$ cat config.mk
export PLATFORM = sky130hd
export DESIGN_NAME = bpa_ctrl
export DESIGN_NICKNAME = d
export VERILOG_FILES = /design/src/design/bpa_pkg.sv /design/src/design/bpa_ctrl.sv
export SDC_FILE = /design/constraint.sdc
export NUM_CORES = 1
export LEC_CHECK = 0
export BUFFER_PORTS_ARGS = -buffer_cell sky130_fd_sc_hd__buf_2
export CAP_MARGIN = 20
export CORE_ASPECT_RATIO = 1.25
export CORE_UTILIZATION = 35
export DETAILED_ROUTE_END_ITERATION = 8
export GPL_TIMING_DRIVEN = 0
export PLACE_DENSITY_LB_ADDON = 0.1
export REMOVE_ABC_BUFFERS = 1
export SLEW_MARGIN = 10
export SYNTH_ARGS = -nofsm -noshare
export SYNTH_HDL_FRONTEND = slang
export SYNTH_SLANG_ARGS = --single-unit
$ cat constraint.sdc
create_clock -name clk -period 2.1 [get_ports clk]
set_clock_uncertainty 0.2 [all_clocks]
set_input_delay 0.105 -clock clk [delete_from_list [all_inputs] [get_ports clk]]
set_output_delay 0.105 -clock clk [all_outputs]
set_load 0.01 [all_outputs]
$ cat src/design/bpa_pkg.sv
// ---------------------------------------------------------------------------
// bpa_pkg - shared types and constants of the buddy page allocator
// Table entry layout, command and status bundles, FSM states, reset values.
// ---------------------------------------------------------------------------
package bpa_pkg;

	localparam int PAGES   = 1024;
	localparam int ORDERS  = 10;
	localparam int PAGE_W  = 10;
	localparam int IDX_W   = PAGE_W + 1;
	localparam int ORD_W   = 4;
	localparam int CNT_W   = $clog2(PAGES + 1);
	localparam int ENT_W   = 6;
	localparam int TOP_SZ  = 1 << (ORDERS - 1);
	localparam int FULL    = PAGES - (PAGES % TOP_SZ);

	localparam logic [ENT_W-1:0] ENT_HEAD = 6'h20;
	localparam logic [ENT_W-1:0] ENT_BUSY = 6'h10;

	localparam logic OP_ALLOC = 1'b0;
	localparam logic OP_FREE  = 1'b1;

	typedef enum logic [1:0] {
		STAT_OK      = 2'd0,
		STAT_NOFREE  = 2'd1,
		STAT_BADFREE = 2'd2
	} stat_code_t;

	typedef enum logic [3:0] {
		CMD_NONE,
		CMD_CLEAR,
		CMD_LOAD,
		CMD_RD_IDX,
		CMD_SCAN_NEXT,
		CMD_TAKE,
		CMD_SPLIT,
		CMD_MARK_BUSY,
		CMD_RD_PAGE,
		CMD_CLR_PAGE,
		CMD_RD_BUDDY,
		CMD_MERGE,
		CMD_PUT_FREE
	} cmd_op_t;

	typedef enum logic [3:0] {
		S_CLEAR,
		S_IDLE,
		S_SCAN_RD,
		S_SCAN_CHK,
		S_SPLIT,
		S_FREE_RD,
		S_FREE_CHK,
		S_MERGE_TRY,
		S_MERGE_CHK,
		S_RESP
	} state_t;

	typedef struct packed {
		cmd_op_t op;
	} dp_cmd_t;

	typedef struct packed {
		logic              alloc_ok;
		logic              req_ok;
		logic              hit_free;
		logic              hit_busy;
		logic              split_more;
		logic              merge_try;
		logic              clr_done;
		logic [PAGE_W-1:0] page;
	} dp_stat_t;

	typedef struct packed {
		logic       valid;
		stat_code_t code;
		logic       use_page;
	} resp_t;

	// table contents after reset
	function automatic logic [ENT_W-1:0] reset_entry(input logic [PAGE_W-1:0] idx);
		logic [ENT_W-1:0] e;
		if ({1'b0, idx} < IDX_W'(FULL)) begin
			if ((idx & PAGE_W'(TOP_SZ - 1)) == '0)
				e = ENT_HEAD | ENT_W'(ORDERS - 1);
			else
				e = '0;
		end else begin
			e = ENT_HEAD;
		end
		return e;
	endfunction

	function automatic logic [CNT_W-1:0] reset_count(input int o);
		logic [CNT_W-1:0] c;
		if (o == 0)
			c = CNT_W'(PAGES - FULL);
		else if (o == ORDERS - 1)
			c = CNT_W'(FULL / TOP_SZ);
		else
			c = '0;
		return c;
	endfunction

endpackage

$ cat src/design/bpa_ctrl.sv
// ---------------------------------------------------------------------------
// bpa_ctrl - allocator sequencer
// Clearing pass, allocate scan and split, free check and merge walk.
// ---------------------------------------------------------------------------
module bpa_ctrl (
	input  logic              clk,
	input  logic              arst_n,
	input  logic              in_valid,
	input  logic              opcode,
	input  logic              out_free,
	input  bpa_pkg::dp_stat_t stat,
	output logic              in_ready,
	output bpa_pkg::dp_cmd_t  cmd,
	output bpa_pkg::resp_t    resp
);

	bpa_pkg::state_t     state_q, state_d;
	bpa_pkg::stat_code_t code_q, code_d;
	logic                use_q, use_d;

	always_ff @(posedge clk or negedge arst_n) begin
		if (!arst_n) begin
			state_q <= bpa_pkg::S_CLEAR;
			code_q  <= bpa_pkg::STAT_OK;
			use_q   <= 1'b0;
		end else begin
			state_q <= state_d;
			code_q  <= code_d;
			use_q   <= use_d;
		end
	end

	always_comb begin
		state_d    = state_q;
		code_d     = code_q;
		use_d      = use_q;
		cmd.op     = bpa_pkg::CMD_NONE;
		in_ready   = 1'b0;
		resp.valid = 1'b0;
		resp.code  = code_q;
		resp.use_page = use_q;
		case (state_q)
			bpa_pkg::S_CLEAR: begin
				cmd.op = bpa_pkg::CMD_CLEAR;
				if (stat.clr_done)
					state_d = bpa_pkg::S_IDLE;
			end
			bpa_pkg::S_IDLE: begin
				in_ready = 1'b1;
				if (in_valid) begin
					use_d = 1'b0;
					if (opcode == bpa_pkg::OP_ALLOC) begin
						if (stat.alloc_ok) begin
							cmd.op  = bpa_pkg::CMD_LOAD;
							state_d = bpa_pkg::S_SCAN_RD;
						end else begin
							code_d  = bpa_pkg::STAT_NOFREE;
							state_d = bpa_pkg::S_RESP;
						end
					end else begin
						if (stat.req_ok) begin
							cmd.op  = bpa_pkg::CMD_LOAD;
							state_d = bpa_pkg::S_FREE_RD;
						end else begin
							code_d  = bpa_pkg::STAT_BADFREE;
							state_d = bpa_pkg::S_RESP;
						end
					end
				end
			end
			bpa_pkg::S_SCAN_RD: begin
				cmd.op  = bpa_pkg::CMD_RD_IDX;
				state_d = bpa_pkg::S_SCAN_CHK;
			end
			bpa_pkg::S_SCAN_CHK: begin
				if (stat.hit_free) begin
					cmd.op  = bpa_pkg::CMD_TAKE;
					state_d = bpa_pkg::S_SPLIT;
				end else begin
					cmd.op  = bpa_pkg::CMD_SCAN_NEXT;
					state_d = bpa_pkg::S_SCAN_RD;
				end
			end
			bpa_pkg::S_SPLIT: begin
				if (stat.split_more) begin
					cmd.op = bpa_pkg::CMD_SPLIT;
				end else begin
					cmd.op  = bpa_pkg::CMD_MARK_BUSY;
					code_d  = bpa_pkg::STAT_OK;
					use_d   = 1'b1;
					state_d = bpa_pkg::S_RESP;
				end
			end
			bpa_pkg::S_FREE_RD: begin
				cmd.op  = bpa_pkg::CMD_RD_PAGE;
				state_d = bpa_pkg::S_FREE_CHK;
			end
			bpa_pkg::S_FREE_CHK: begin
				if (stat.hit_busy) begin
					cmd.op  = bpa_pkg::CMD_CLR_PAGE;
					state_d = bpa_pkg::S_MERGE_TRY;
				end else begin
					code_d  = bpa_pkg::STAT_BADFREE;
					state_d = bpa_pkg::S_RESP;
				end
			end
			bpa_pkg::S_MERGE_TRY: begin
				if (stat.merge_try) begin
					cmd.op  = bpa_pkg::CMD_RD_BUDDY;
					state_d = bpa_pkg::S_MERGE_CHK;
				end else begin
					cmd.op  = bpa_pkg::CMD_PUT_FREE;
					code_d  = bpa_pkg::STAT_OK;
					state_d = bpa_pkg::S_RESP;
				end
			end
			bpa_pkg::S_MERGE_CHK: begin
				if (stat.hit_free) begin
					cmd.op  = bpa_pkg::CMD_MERGE;
					state_d = bpa_pkg::S_MERGE_TRY;
				end else begin
					cmd.op  = bpa_pkg::CMD_PUT_FREE;
					code_d  = bpa_pkg::STAT_OK;
					state_d = bpa_pkg::S_RESP;
				end
			end
			bpa_pkg::S_RESP: begin
				if (out_free) begin
					resp.valid = 1'b1;
					state_d    = bpa_pkg::S_IDLE;
				end
			end
			default: state_d = bpa_pkg::S_IDLE;
		endcase
	end

endmodule

* Word level (Yosys, flattened, before mapping)
Cells that the tools add are included.
** Word-level totals
- Register bits after elaboration :: 7
- Bits in latches :: 0
- RAM bits :: 0
- Memory bits (read-only) :: 0
- Bits of input ports :: 22
- Output and inout bits :: 9
- Memories kept :: 0
** Cells by class
- $add $sub $neg :: 0
- Multipliers :: 0
- Divide/modulo/power cells :: 0
- Magnitude comparators :: 0
- Eq/ne operators :: 18
- Shift operators :: 0
- Mux-type cells :: 37
- Bitwise logic cells :: 0
- Reductions and logical operators :: 6
** Operators by type and width (number)
- 4-bit two-way mux :: 12
- 4-bit case mux with 10 select lines :: 1
- 4-bit case mux with 9 select lines :: 1
- 2-bit two-way mux :: 10
- 4-bit by 3-bit equality test with 1-bit output (second input constant) :: 4
- 2-bit inequality test (second input constant) :: 7
- 2-bit case mux with 5 select lines :: 1
- 3-bit two-way mux :: 3
- 4-bit by 2-bit equality test with 1-bit output (second input constant) :: 2
- 4-bit equality test (second input constant) :: 2
- 1-bit two-way mux :: 8
- 8-bit AND reduction :: 1
- 3-bit inequality test (second input constant) :: 2
- 5-bit nonzero test :: 1
- 4-bit by 1-bit equality test with 1-bit output (second input constant) :: 1
- 4-bit zero test :: 1
- 4-bit AND reduction :: 1
- 3-bit AND reduction :: 1
- 1-bit case mux with 2 select lines :: 1
- 2-bit nonzero test :: 1

* Depth between registers and ports, before layout
Gate-level depths: netlist (run 1).
- Depth after elaboration :: 4
- Depth in mapped cells :: 6
- Depth with buffers taken out :: 4

* Worst setup path before layout (run 1)
OpenSTA, ideal clock, no wires.
- Kind :: reg2reg
- From :: register state_q[3]
- To :: register code_q[0]
- Library setup time :: 0.128 ns
- Arrival time :: 1.469 ns
- Path slack :: 0.303 ns
- Cell stages (with the launch flop) :: 6
- Path buffers :: 1
- Clock period less this slack :: 1.797 ns
- Path through :: dfrtp_1 -> buf_6 -> nor4b_4 -> a221o_2 -> o311ai_2 -> mux2_1
** On the way
- Longest elaborated chain between the ends :: 3
- Elaborated cells on any way between the ends :: 15
- Those cells by class :: eq/ne: 12; mux: 1; reduce/logical: 2
** Ends and longest elaborated chain
- start: declaration :: RTL line bpa_ctrl.sv:17 : bpa_pkg::state_t state_q, state_d;
- start signal: assignment :: RTL line bpa_ctrl.sv:23 : state_q <= bpa_pkg::S_CLEAR;
- start signal: assignment :: RTL line bpa_ctrl.sv:27 : state_q <= state_d;
- 4-bit by 1-bit equality test with 1-bit output (tied with other cells) :: RTL line bpa_ctrl.sv:42 : case (state_q)
- 3-bit inequality test (no line) (tied with other cells)
- 8-bit AND reduction (no line)
- end signal: assignment :: RTL line bpa_ctrl.sv:24 : code_q <= bpa_pkg::STAT_OK;
- end signal: assignment :: RTL line bpa_ctrl.sv:28 : code_q <= code_d;
- end: declaration :: RTL line bpa_ctrl.sv:18 : bpa_pkg::stat_code_t code_q, code_d;
Parallel ways exist; a longest one is shown, timed or not.
A chain may end at the register's enable or synchronous reset.

* Worst setup path after layout (run 1)
- From :: register state_q[2]
- To :: register code_q[1]
The elaborated chain is that of the path after synthesis.

==> metrics, run 1 <==
CP Data Required Time roughly 2000 ps; DRC 0; core area between 2000 and 2500 um^2; Filler cells roughly 250; Port Buffers 20; peak supply drop 504.7 uV; crit path launch type flop; busiest grt layer met2; final instance area a little under 1000 um^2; Fmax ~500 MHz; PnR Total Power around 0.0012 W; die area 2548 um^2; worst path arrival time roughly 1900 ps; DRT antenna net count 0; total overflow reported by the global router 0; grt met1 use 0.2565; placed cells 140; Max Slew Vio Count 0; Final Non-Filler Cells 150; commonest non-fill, non-tap cell in the layout buf_2; first-pass GRT wire length between 3000 and 4000 um; register area between 150 and 200 um^2; pre-CTS setup slack -234.2 ps; Relative slew margins 0.7250; Nets 142; Mapped Avg Cell Area roughly 8.4 um^2; Die W between 40 and 50 um; delay of the slowest critical-path stage roughly 560 ps; vias in the first global route 732; worst r2r path cells 4; ant diodes 0; final setup margin 90.67 ps; pwr dens approximately 1200 nW/um^2; DRT Wirelength between 2000 and 2500 um; die height ~56 um; Multi-input gate area approximately 570 um^2; WHS between 15 and 20 ps; Top Family by Delay on Critical Path flip-flops; crit path kind flop to flop; number of cells on the critical path 4; most frequent cells in the layout 20 x buf_2, 8 x a21oi_1, 8 x nand2_1; Final Cycle Share 0.9568; synthesized instance count a little under 100; unrepaired setup endpoints after global routing no; Max Cap Viol 0; P_leak between 0.4 and 0.5 nW; TritonRoute pass-1 iters 4; CTS clock-pin slew for the worst setup and hold paths 50 ps; H-tree Lvls 1; Cell Chain, Critical Path nor2b_2, a221o_2, o311ai_2, mux2_1; routability cong. between 0.7 and 0.8; Area growth syn-to-layout 19.33%; Hold Crit Class input pin to asynchronous set/reset pin; share of cells above drive strength 1 0.3193; clk buf depth 2; # rows 19; Sink Count 7; post-layout minimum cycle time ~2000 ps; worst-path fanout max 22; latest clock arrival within the worst-skew pair roughly 250 ps; total CTS buffers 3; met2 Use GR 0.2567; vias per cell around 5.5; Root Buffer clkbuf_4; All-Layer GR Usage 0.1757; IO Pins 31; met3 GRT Util 0.01299; DR iter-0 viols 12; Synth Register Bits 7; pin count of the biggest net entering global routing 25; initial antenna violation count 0; placed inst area between 800 and 900 um^2; status finished, final reports clean; CP bufs+invs 0; Setup-failing EPs final 0; synthesized area a little over 800 um^2; Worst path slowest cell dfrtp_2; CTS tree done; Starting Density 0.3718; fraction of the yosys area taken by sequential cells 0.2131; drt wl/cell 13.71 um; Vias 824; Synth cell types 44; Tightest Pin Transition around 410 ps; post-DP HPWL 1413 um; worst reg-to-reg setup slack between 90 and 100 ps; synth warn 0; Final Hold Vio Count 0; critical path endpoint category flop
flip-flops by register name, indices dropped and copies added, names as in the netlist:
| signal | cells |
|---|---|
| code_q | 2 |
| use_q | 1 |
| state_q | 4 |
kinds of logic after synthesis:
kind of cell,synth area share
flip-flops,0.2131
multiplexers,0.06545
AND/OR/NAND/NOR,0.3120
buffers and inverters,0.09435
AO/OA/AOI/OAI,0.3151
Yosys cell counts, drive strengths merged:
cell type,count,area (um^2)
mux2,3,33.78
and3b,2,18.77
and2b,2,18.77
nor3b,2,20.02
nand2,8,30.03
nor2b,8,50.05
buf,8,60.05
a22o,3,26.28
o311ai,1,16.27
a2111oi,1,8.760
a31oi,1,6.260
o2bb2ai,1,8.760
dfrtp,7,175.2
a32o,1,10.01
inv,1,3.750
o22ai,1,6.260
o221ai,1,8.760
a32oi,1,8.760
o21a,2,15.01
a21oi,8,40.04
nand3,2,10.01
nor4b,2,38.78
a21boi,1,7.510
clkbuf,1,13.76
mux2i,2,20.02
a211o,1,8.760
o211ai,1,7.510
a221o,1,11.26
o21ba,1,10.01
o31a,1,8.760
o21bai,1,7.510
nand2b,4,25.02
and3,2,12.51
o21ai,7,35.03
nor2,6,22.52
a211oi,1,7.510
nor3,2,10.01
cell type report:
cell class | instances | share of cell area
multi-input combinational | 81 | 0.5829
tap | 31 | 0.03954
clock buffer | 4 | 0.02679
sequential | 7 | 0.1888
inverter | 1 | 0.003827
timing repair buffer | 26 | 0.1582
power breakdown:
group	internal [W]	leakage (nW)	switching [W]
sequential	0.000197	0.0833	0.000169
combinational	0.000368	0.324	0.000328
clock	0.0000726	0.0150	0.0000513
total	0.000637	0.422	0.000549
per-stage QoR:
step                        util  setup TNS (ps)
after floorplan                -               0
after global placement    0.4012          -439.5
after detailed placement  0.4012          -456.5
after CTS                 0.4346               0
after global routing      0.4437               0
final                     0.4437               0
path summary, 6_finish.rpt:
kind                                  from          to
max in group asynchronous           arst_n  state_q[1]
worst max-delay path            state_q[2]   code_q[1]
worst max register to register  state_q[2]   code_q[1]
worst min-delay path                arst_n   code_q[0]
min in group clk                  stat[10]  state_q[0]
worst min register to register       use_q       use_q
what timing repair did:
action                                 4_1_cts  5_1_grt
hold buffers                                 4        0
endpoints found under the hold margin       10        0
setup endpoints to repair                    4        3
resized for setup                            5        2
setup buffers                                0        2
pin swaps                                    0        1
worst register-to-register path: stages, from the launching register on:
cell,delay [ps]
dfrtp_2,560
nor2b_2,270
a221o_2,420
o311ai_2,90
mux2_1,360
per-layer routing:
layer	wire [um]	part of all wire
met4	27	0.013
met3	54	0.026
met5	0	0
met2	946	0.46
met1	1028	0.50
Note: power is estimated with default switching activity, not from simulation.
==> run 2, diff against run 1 <==
--- a/config.mk
+++ b/config.mk
@@ -11,6 +11,7 @@
 export CORE_UTILIZATION = 35
 export DETAILED_ROUTE_END_ITERATION = 8
 export GPL_TIMING_DRIVEN = 0
+export HOLD_SLACK_MARGIN = 0.03
 export PLACE_DENSITY_LB_ADDON = 0.1
 export REMOVE_ABC_BUFFERS = 1
 export SLEW_MARGIN = 10
==> run 2 against run 1 <==
Register-to-register slack about the same. First-iteration DRC count up 42%. Non-clock buffer count up 1. Clock power about the same. Flip-flop and latch count unchanged. Largest power group unchanged. Largest cell class unchanged. Sequential power about the same. Setup slack worse by 1.5 ps. Via count up 1.5%. Maximum frequency about the same. Hold slack better by 29 ps. Cell count up 0.67%. Count of clock-buffer cells in the layout unchanged.
==> metrics, run 2 (synthesis gave the netlist of run 1 again) <==
post-DP HPWL 1413 um (unchanged); vias in the first global route 742 (+1.4%); latest clock arrival within the worst-skew pair 250 ps (about the same); Tightest Pin Transition 414.4 ps (+1.885 ps); DR iter-0 viols 17 (+5); Final Hold Vio Count 0 (unchanged); Filler cells 248 (-0.40%); CTS tree done; max FFs per register 4 (unchanged); Worst Hold Launch stat[10]; CP Data Required Time 2030 ps (about the same); pin count of the biggest net entering global routing 25 (unchanged); All-Layer GR Usage 0.1764 (+0.0006390); CTS clock-pin slew for the worst setup and hold paths 50 ps (about the same); vias per cell 5.536 (+0.78%); CP bufs+invs 0 (unchanged); final core utilization 0.4482 (+0.004527); worst r2r path cells 4 (unchanged); Sink Count 7 (unchanged); ant diodes 0 (unchanged); post-layout minimum cycle time 2011 ps (+1.537 ps); Relative slew margins 0.7237 (-0.001256); Hold Crit Class input pin to flop; total CTS buffers 3 (unchanged); Top reg by flops state_q; most frequent cells in the layout 20 x buf_2, 8 x a21oi_1, 8 x nand2_1; P_leak 0.4267 nW (+0.99%); reg2reg end code_q[1]; share of cells above drive strength 1 0.3167 (-0.002661); peak supply drop 502.3 uV (-0.48%); biggest regs state_q (4), code_q (2), use_q (1); Area growth syn-to-layout 20.55%; final instance area 991.0 um^2 (+1.0%); FF-to-FF Start state_q[2]; initial antenna violation count 0 (unchanged); critical path endpoint category flop; worst-path fanout max 22 (unchanged); TritonRoute pass-1 iters 4 (unchanged); crit path kind flop to flop; worst path arrival time 1940 ps (about the same); Setup-failing EPs final 0 (unchanged); Max Slew Vio Count 0 (unchanged); Worst path slowest cell dfrtp_2; Starting Density 0.3718 (unchanged); WHS Endpoint state_q[0]; P_sw 0.0005480 W (-0.15%); DRC 0 (unchanged); combinational power share 0.587 (about the same); Cell Chain, Critical Path nor2b_2, a221o_2, o311ai_2, mux2_1; die height 56.19 um (unchanged); Root Buffer clkbuf_4; unrepaired setup endpoints after global routing no; # rows 19 (unchanged); drt wl/cell 13.66 um (-0.37%); WHS 44.67 ps (+29.14 ps); Vias 836 (+1.5%); routability cong. 0.7603 (unchanged); Internal Power 0.0006381 W (+0.18%); delay of the slowest critical-path stage 560 ps (about the same); Sw Ratio 0.4620 (-0.0008116); total overflow reported by the global router 0 (unchanged); placed inst area 887.1 um^2 (unchanged); die area 2548 um^2 (unchanged); Nets 143 (+0.70%); clock share of power 0.104 (about the same); DRT antenna net count 0 (unchanged); H-tree Lvls 1 (unchanged); worst reg-to-reg setup slack 90 ps (about the same); clk buf depth 2 (unchanged); Max Cap Viol 0 (unchanged); commonest non-fill, non-tap cell in the layout buf_2; DRT Wirelength 2063 um (+0.29%); Final Cycle Share 0.9576 (about the same); Top Family by Delay on Critical Path flip-flops; IO Pins 31 (unchanged); Port Buffers 20 (unchanged); PnR Total Power 0.001186 W (about the same); worst hold stages 4; first-pass GRT wire length 3381 um (+0.63%); crit path launch type flop; Fmax 497.3 MHz (about the same); Die W 45.35 um (unchanged); status finished, final reports clean; sequential share of power 0.309 (about the same); pwr dens 1197 nW/um^2 (-0.98%); core area 2211 um^2 (unchanged)
[run 2: stage by stage]
step                      cells  TNS, ps  worst slack, ps
after CTS                   149        0            80.97
after detailed placement    140   -456.5           -234.2
after global placement      140   -439.5           -220.6
after floorplan              89        0            113.4
after global routing        151        0            13.91
final                       151        0            89.13
[run 2: final cells by class]
type / count / area (um^2) / area share
Clock buffer: 4 / 26.28 / 0.02652
Sequential cell: 7 / 185.2 / 0.1869
Tap cell: 31 / 38.79 / 0.03914
Multi-Input combinational cell: 81 / 571.8 / 0.5770
Inverter: 1 / 3.754 / 0.003788
Timing Repair Buffer: 27 / 165.2 / 0.1667
[run 2: how the worst max path moves through the flow]
stage | from | end | slack, ps | cells past startpoint
after floorplan | state_q[2] | code_q[0] | 110 | 4
after global placement | state_q[2] | code_q[1] | -220 | 4
after detailed placement | state_q[2] | code_q[1] | -230 | 4
after CTS | state_q[2] | code_q[1] | 80 | 4
after global routing | state_q[1] | cmd[1] | 10 | 4
final | state_q[2] | code_q[1] | 90 | 4
[run 2: timing repair]
| action | 4_1_cts | 5_1_grt |
|---|---|---|
| resized for setup | 5 | 2 |
| pin swaps | 0 | 1 |
| setup endpoints to repair | 4 | 3 |
| hold buffers | 5 | 0 |
| hold endpoints to repair | 10 | 0 |
| buffers inserted | 0 | 2 |
[run 2: power groups by stage]
| stage | logic, W | registers, W | clock network (W) |
|---|---|---|---|
| after global placement | 0.000652 | 0.000367 | 0 |
| after floorplan | 0.000474 | 0.000327 | 0 |
| after detailed placement | 0.000649 | 0.000365 | 0 |
| after global routing | 0.000774 | 0.000386 | 0.000140 |
| after CTS | 0.000662 | 0.000368 | 0.000128 |
| final | 0.000696 | 0.000366 | 0.000124 |
[run 2: worst register-to-register path, cell delays in order (launching register included)]
cell	delay, ps
dfrtp_2	560
nor2b_2	270
a221o_2	420
o311ai_2	90
mux2_1	360
[run 2: metal layers]
metal,routed length (um),global-route usage,part of all wire
met1,996,0.2565,0.48
met2,942,0.2588,0.46
met3,96,0.01299,0.047
met4,27,0.07792,0.013
met5,0,0,0
==> run 3, diff against run 2 <==
==> constraint.sdc (replaced) <==
create_clock -name clk -period 1.73 [get_ports clk]
set_clock_uncertainty 0.2 [all_clocks]
set_input_delay 0.0865 -clock clk [delete_from_list [all_inputs] [get_ports clk]]
set_output_delay 0.0865 -clock clk [all_outputs]
set_load 0.01 [all_outputs]
==> run 3 against run 2 <==
The flow now finishes with violations (negative setup slack). Register-to-register slack lost 270 ps. Setup slack lost 290 ps. Sequential share of layout area shrank 4.3 points. Power grew 79%. Utilization grew 14 points. Non-clock buffer count grew 17. Cell count grew 11%.
==> metrics, run 3 (synthesis gave the netlist of run 1 again) <==
max FFs per register 4 (unchanged); ant diodes 0 (unchanged); pwr dens 1621 nW/um^2 (+35%); Internal Power 0.001206 W (+89%); Max Cap Viol 0 (unchanged); die height 56.19 um (unchanged); routability cong. 0.7603 (unchanged); DR iter-0 viols 19 (+2); Tightest Pin Transition 314.8 ps (-99.60 ps); initial antenna violation count 0 (unchanged); Nets 160 (+12%); Sw Ratio 0.4303 (-0.03169); Fmax 518.4 MHz; post-layout minimum cycle time slightly below 2000 ps; clk buf depth 2 (unchanged); worst reg-to-reg setup slack -180 ps (-270 ps); vias per cell 5.530 (-0.12%); die area 2548 um^2 (unchanged); peak supply drop 814.1 uV (+62%); P_leak 0.5741 nW (+35%); biggest regs state_q (4), code_q (2), use_q (1); Final Cycle Share 1.115; CTS clock-pin slew for the worst setup and hold paths 60 ps (about the same); FF-to-FF Start state_q[2]; H-tree Lvls 1 (unchanged); most frequent cells in the layout 19 x buf_2, 13 x buf_4, 7 x nand2_1; total overflow reported by the global router 0 (unchanged); first-pass GRT wire length 4029 um (+19%); placed cells 140 (unchanged); failing checks negative setup slack; P_sw 0.0009113 W (+66%); drt wl/cell 15.78 um (+15%); clock share of power 0.074 (-0.030); WHS Endpoint state_q[1]; Relative slew margins 0.7841 (+0.06040); TritonRoute pass-1 iters 4 (unchanged); Final Non-Filler Cells 168 (+11%); worst r2r path cells 4 (unchanged); Final Hold Vio Count 0 (unchanged); combinational power share 0.752 (+0.165); crit path kind flop to output pin; worst-path fanout max 5 (-77%); Multi-input gate area 701.9 um^2 (+23%); commonest non-fill, non-tap cell in the layout buf_2; critical path endpoint category output pin; Hold Crit Class input pin to flop; total CTS buffers 3 (unchanged); placed inst area 887.1 um^2 (unchanged); unrepaired setup endpoints after global routing yes; register area 187.7 um^2 (+1.4%); Sink Count 7 (unchanged); Worst Hold Launch stat[13]; post-DP HPWL 1413 um (unchanged); PnR Total Power 0.002118 W (+79%); Vias 929 (+11%); Starting Density 0.3718 (unchanged); latest clock arrival within the worst-skew pair 260 ps (about the same); # rows 19 (unchanged); pin count of the biggest net entering global routing 13 (-48%); final instance area 1306 um^2 (+32%); Max Slew Vio Count 0 (unchanged); Area growth syn-to-layout 58.90%; Root Buffer clkbuf_4; worst path arrival time 1640 ps (-300 ps); Filler cells 209 (-16%); WHS 62.33 ps (+17.66 ps); final setup margin -198.9 ps (-288.0 ps); All-Layer GR Usage 0.2128 (+0.03642); core area 2211 um^2 (unchanged); share of cells above drive strength 1 0.5401 (+0.2235); reg2reg end code_q[1]; crit path launch type flop; Setup-failing EPs final 10 (+10); status finished, violations left; DRT antenna net count 0 (unchanged); CP Data Required Time 1440 ps (-590 ps); CTS tree done; worst hold stages 4 (unchanged); vias in the first global route 908 (+22%); Top reg by flops state_q; DRT Wirelength 2651 um (+29%); pre-CTS setup slack -604.2 ps (-370.0 ps); IO Pins 31 (unchanged); Port Buffers 20 (unchanged); Die W 45.35 um (unchanged); DRC 0 (unchanged); sequential share of power 0.174 (-0.135)
[run 3: cell types whose count changed in the layout (fill, tap and decap cells not counted), sizes merged]
| cell | change |
|---|---|
| clkbuf | +1 |
| buf | +16 |
[run 3: worst max-delay path, cell delays in order, from the launching register on]
cell	delay, ps
dfrtp_4	540
nor4b_4	400
nand2_1	160
o221ai_2	140
buf_2	150
[run 3: power by group through the flow]
| stage | logic (W) | clock network [W] | registers, W |
|---|---|---|---|
| global placement | 0.000792 | 0 | 0.000446 |
| CTS | 0.00118 | 0.000156 | 0.000358 |
| detailed placement | 0.000788 | 0 | 0.000443 |
| global route | 0.00170 | 0.000169 | 0.000381 |
| floorplan | 0.000575 | 0 | 0.000397 |
| finish | 0.00159 | 0.000157 | 0.000369 |
[run 3: timing repair]
action	4_1_cts	5_1_grt
endpoints found under the setup margin	13	10
hold buffers	5	0
buffers inserted	14	5
hold endpoints to repair	10	0
gates resized for setup	18	28
pin swaps	3	6
gates cloned	0	1
[run 3: how the worst max path moves through the flow]
stage / from / endpoint / slack, ps / depth (start not counted)
finish: state_q[2] / cmd[1] / -200 / 4
global placement: state_q[2] / code_q[1] / -590 / 4
floorplan: state_q[2] / code_q[0] / -260 / 4
detailed placement: state_q[2] / code_q[1] / -600 / 4
global route: state_q[2] / cmd[1] / -290 / 4
CTS: state_q[1] / cmd[1] / -170 / 4
[run 3: routing by layer]
metal  GRT usage  part of all wire
met1      0.2843              0.49
met2      0.3437              0.47
met3     0.01299             0.019
met4     0.08658             0.013
met5           0                 0
[run 3: final cells by class]
| cell class | count | area share |
|---|---|---|
| well taps | 31 | 0.02969 |
| clock buffers | 4 | 0.02011 |
| repair buffers | 44 | 0.2663 |
| flip-flops and latches | 7 | 0.1437 |
| inverters | 1 | 0.002874 |
| multi-input cells | 81 | 0.5374 |
[run 3: per-stage QoR]
step	setup TNS [ps]	utilization
finish	-961.9	0.5908
global route	-1661	0.5908
CTS	-679.1	0.5099
detailed placement	-2403	0.4012
global placement	-2497	0.4012
floorplan	-513.1	-
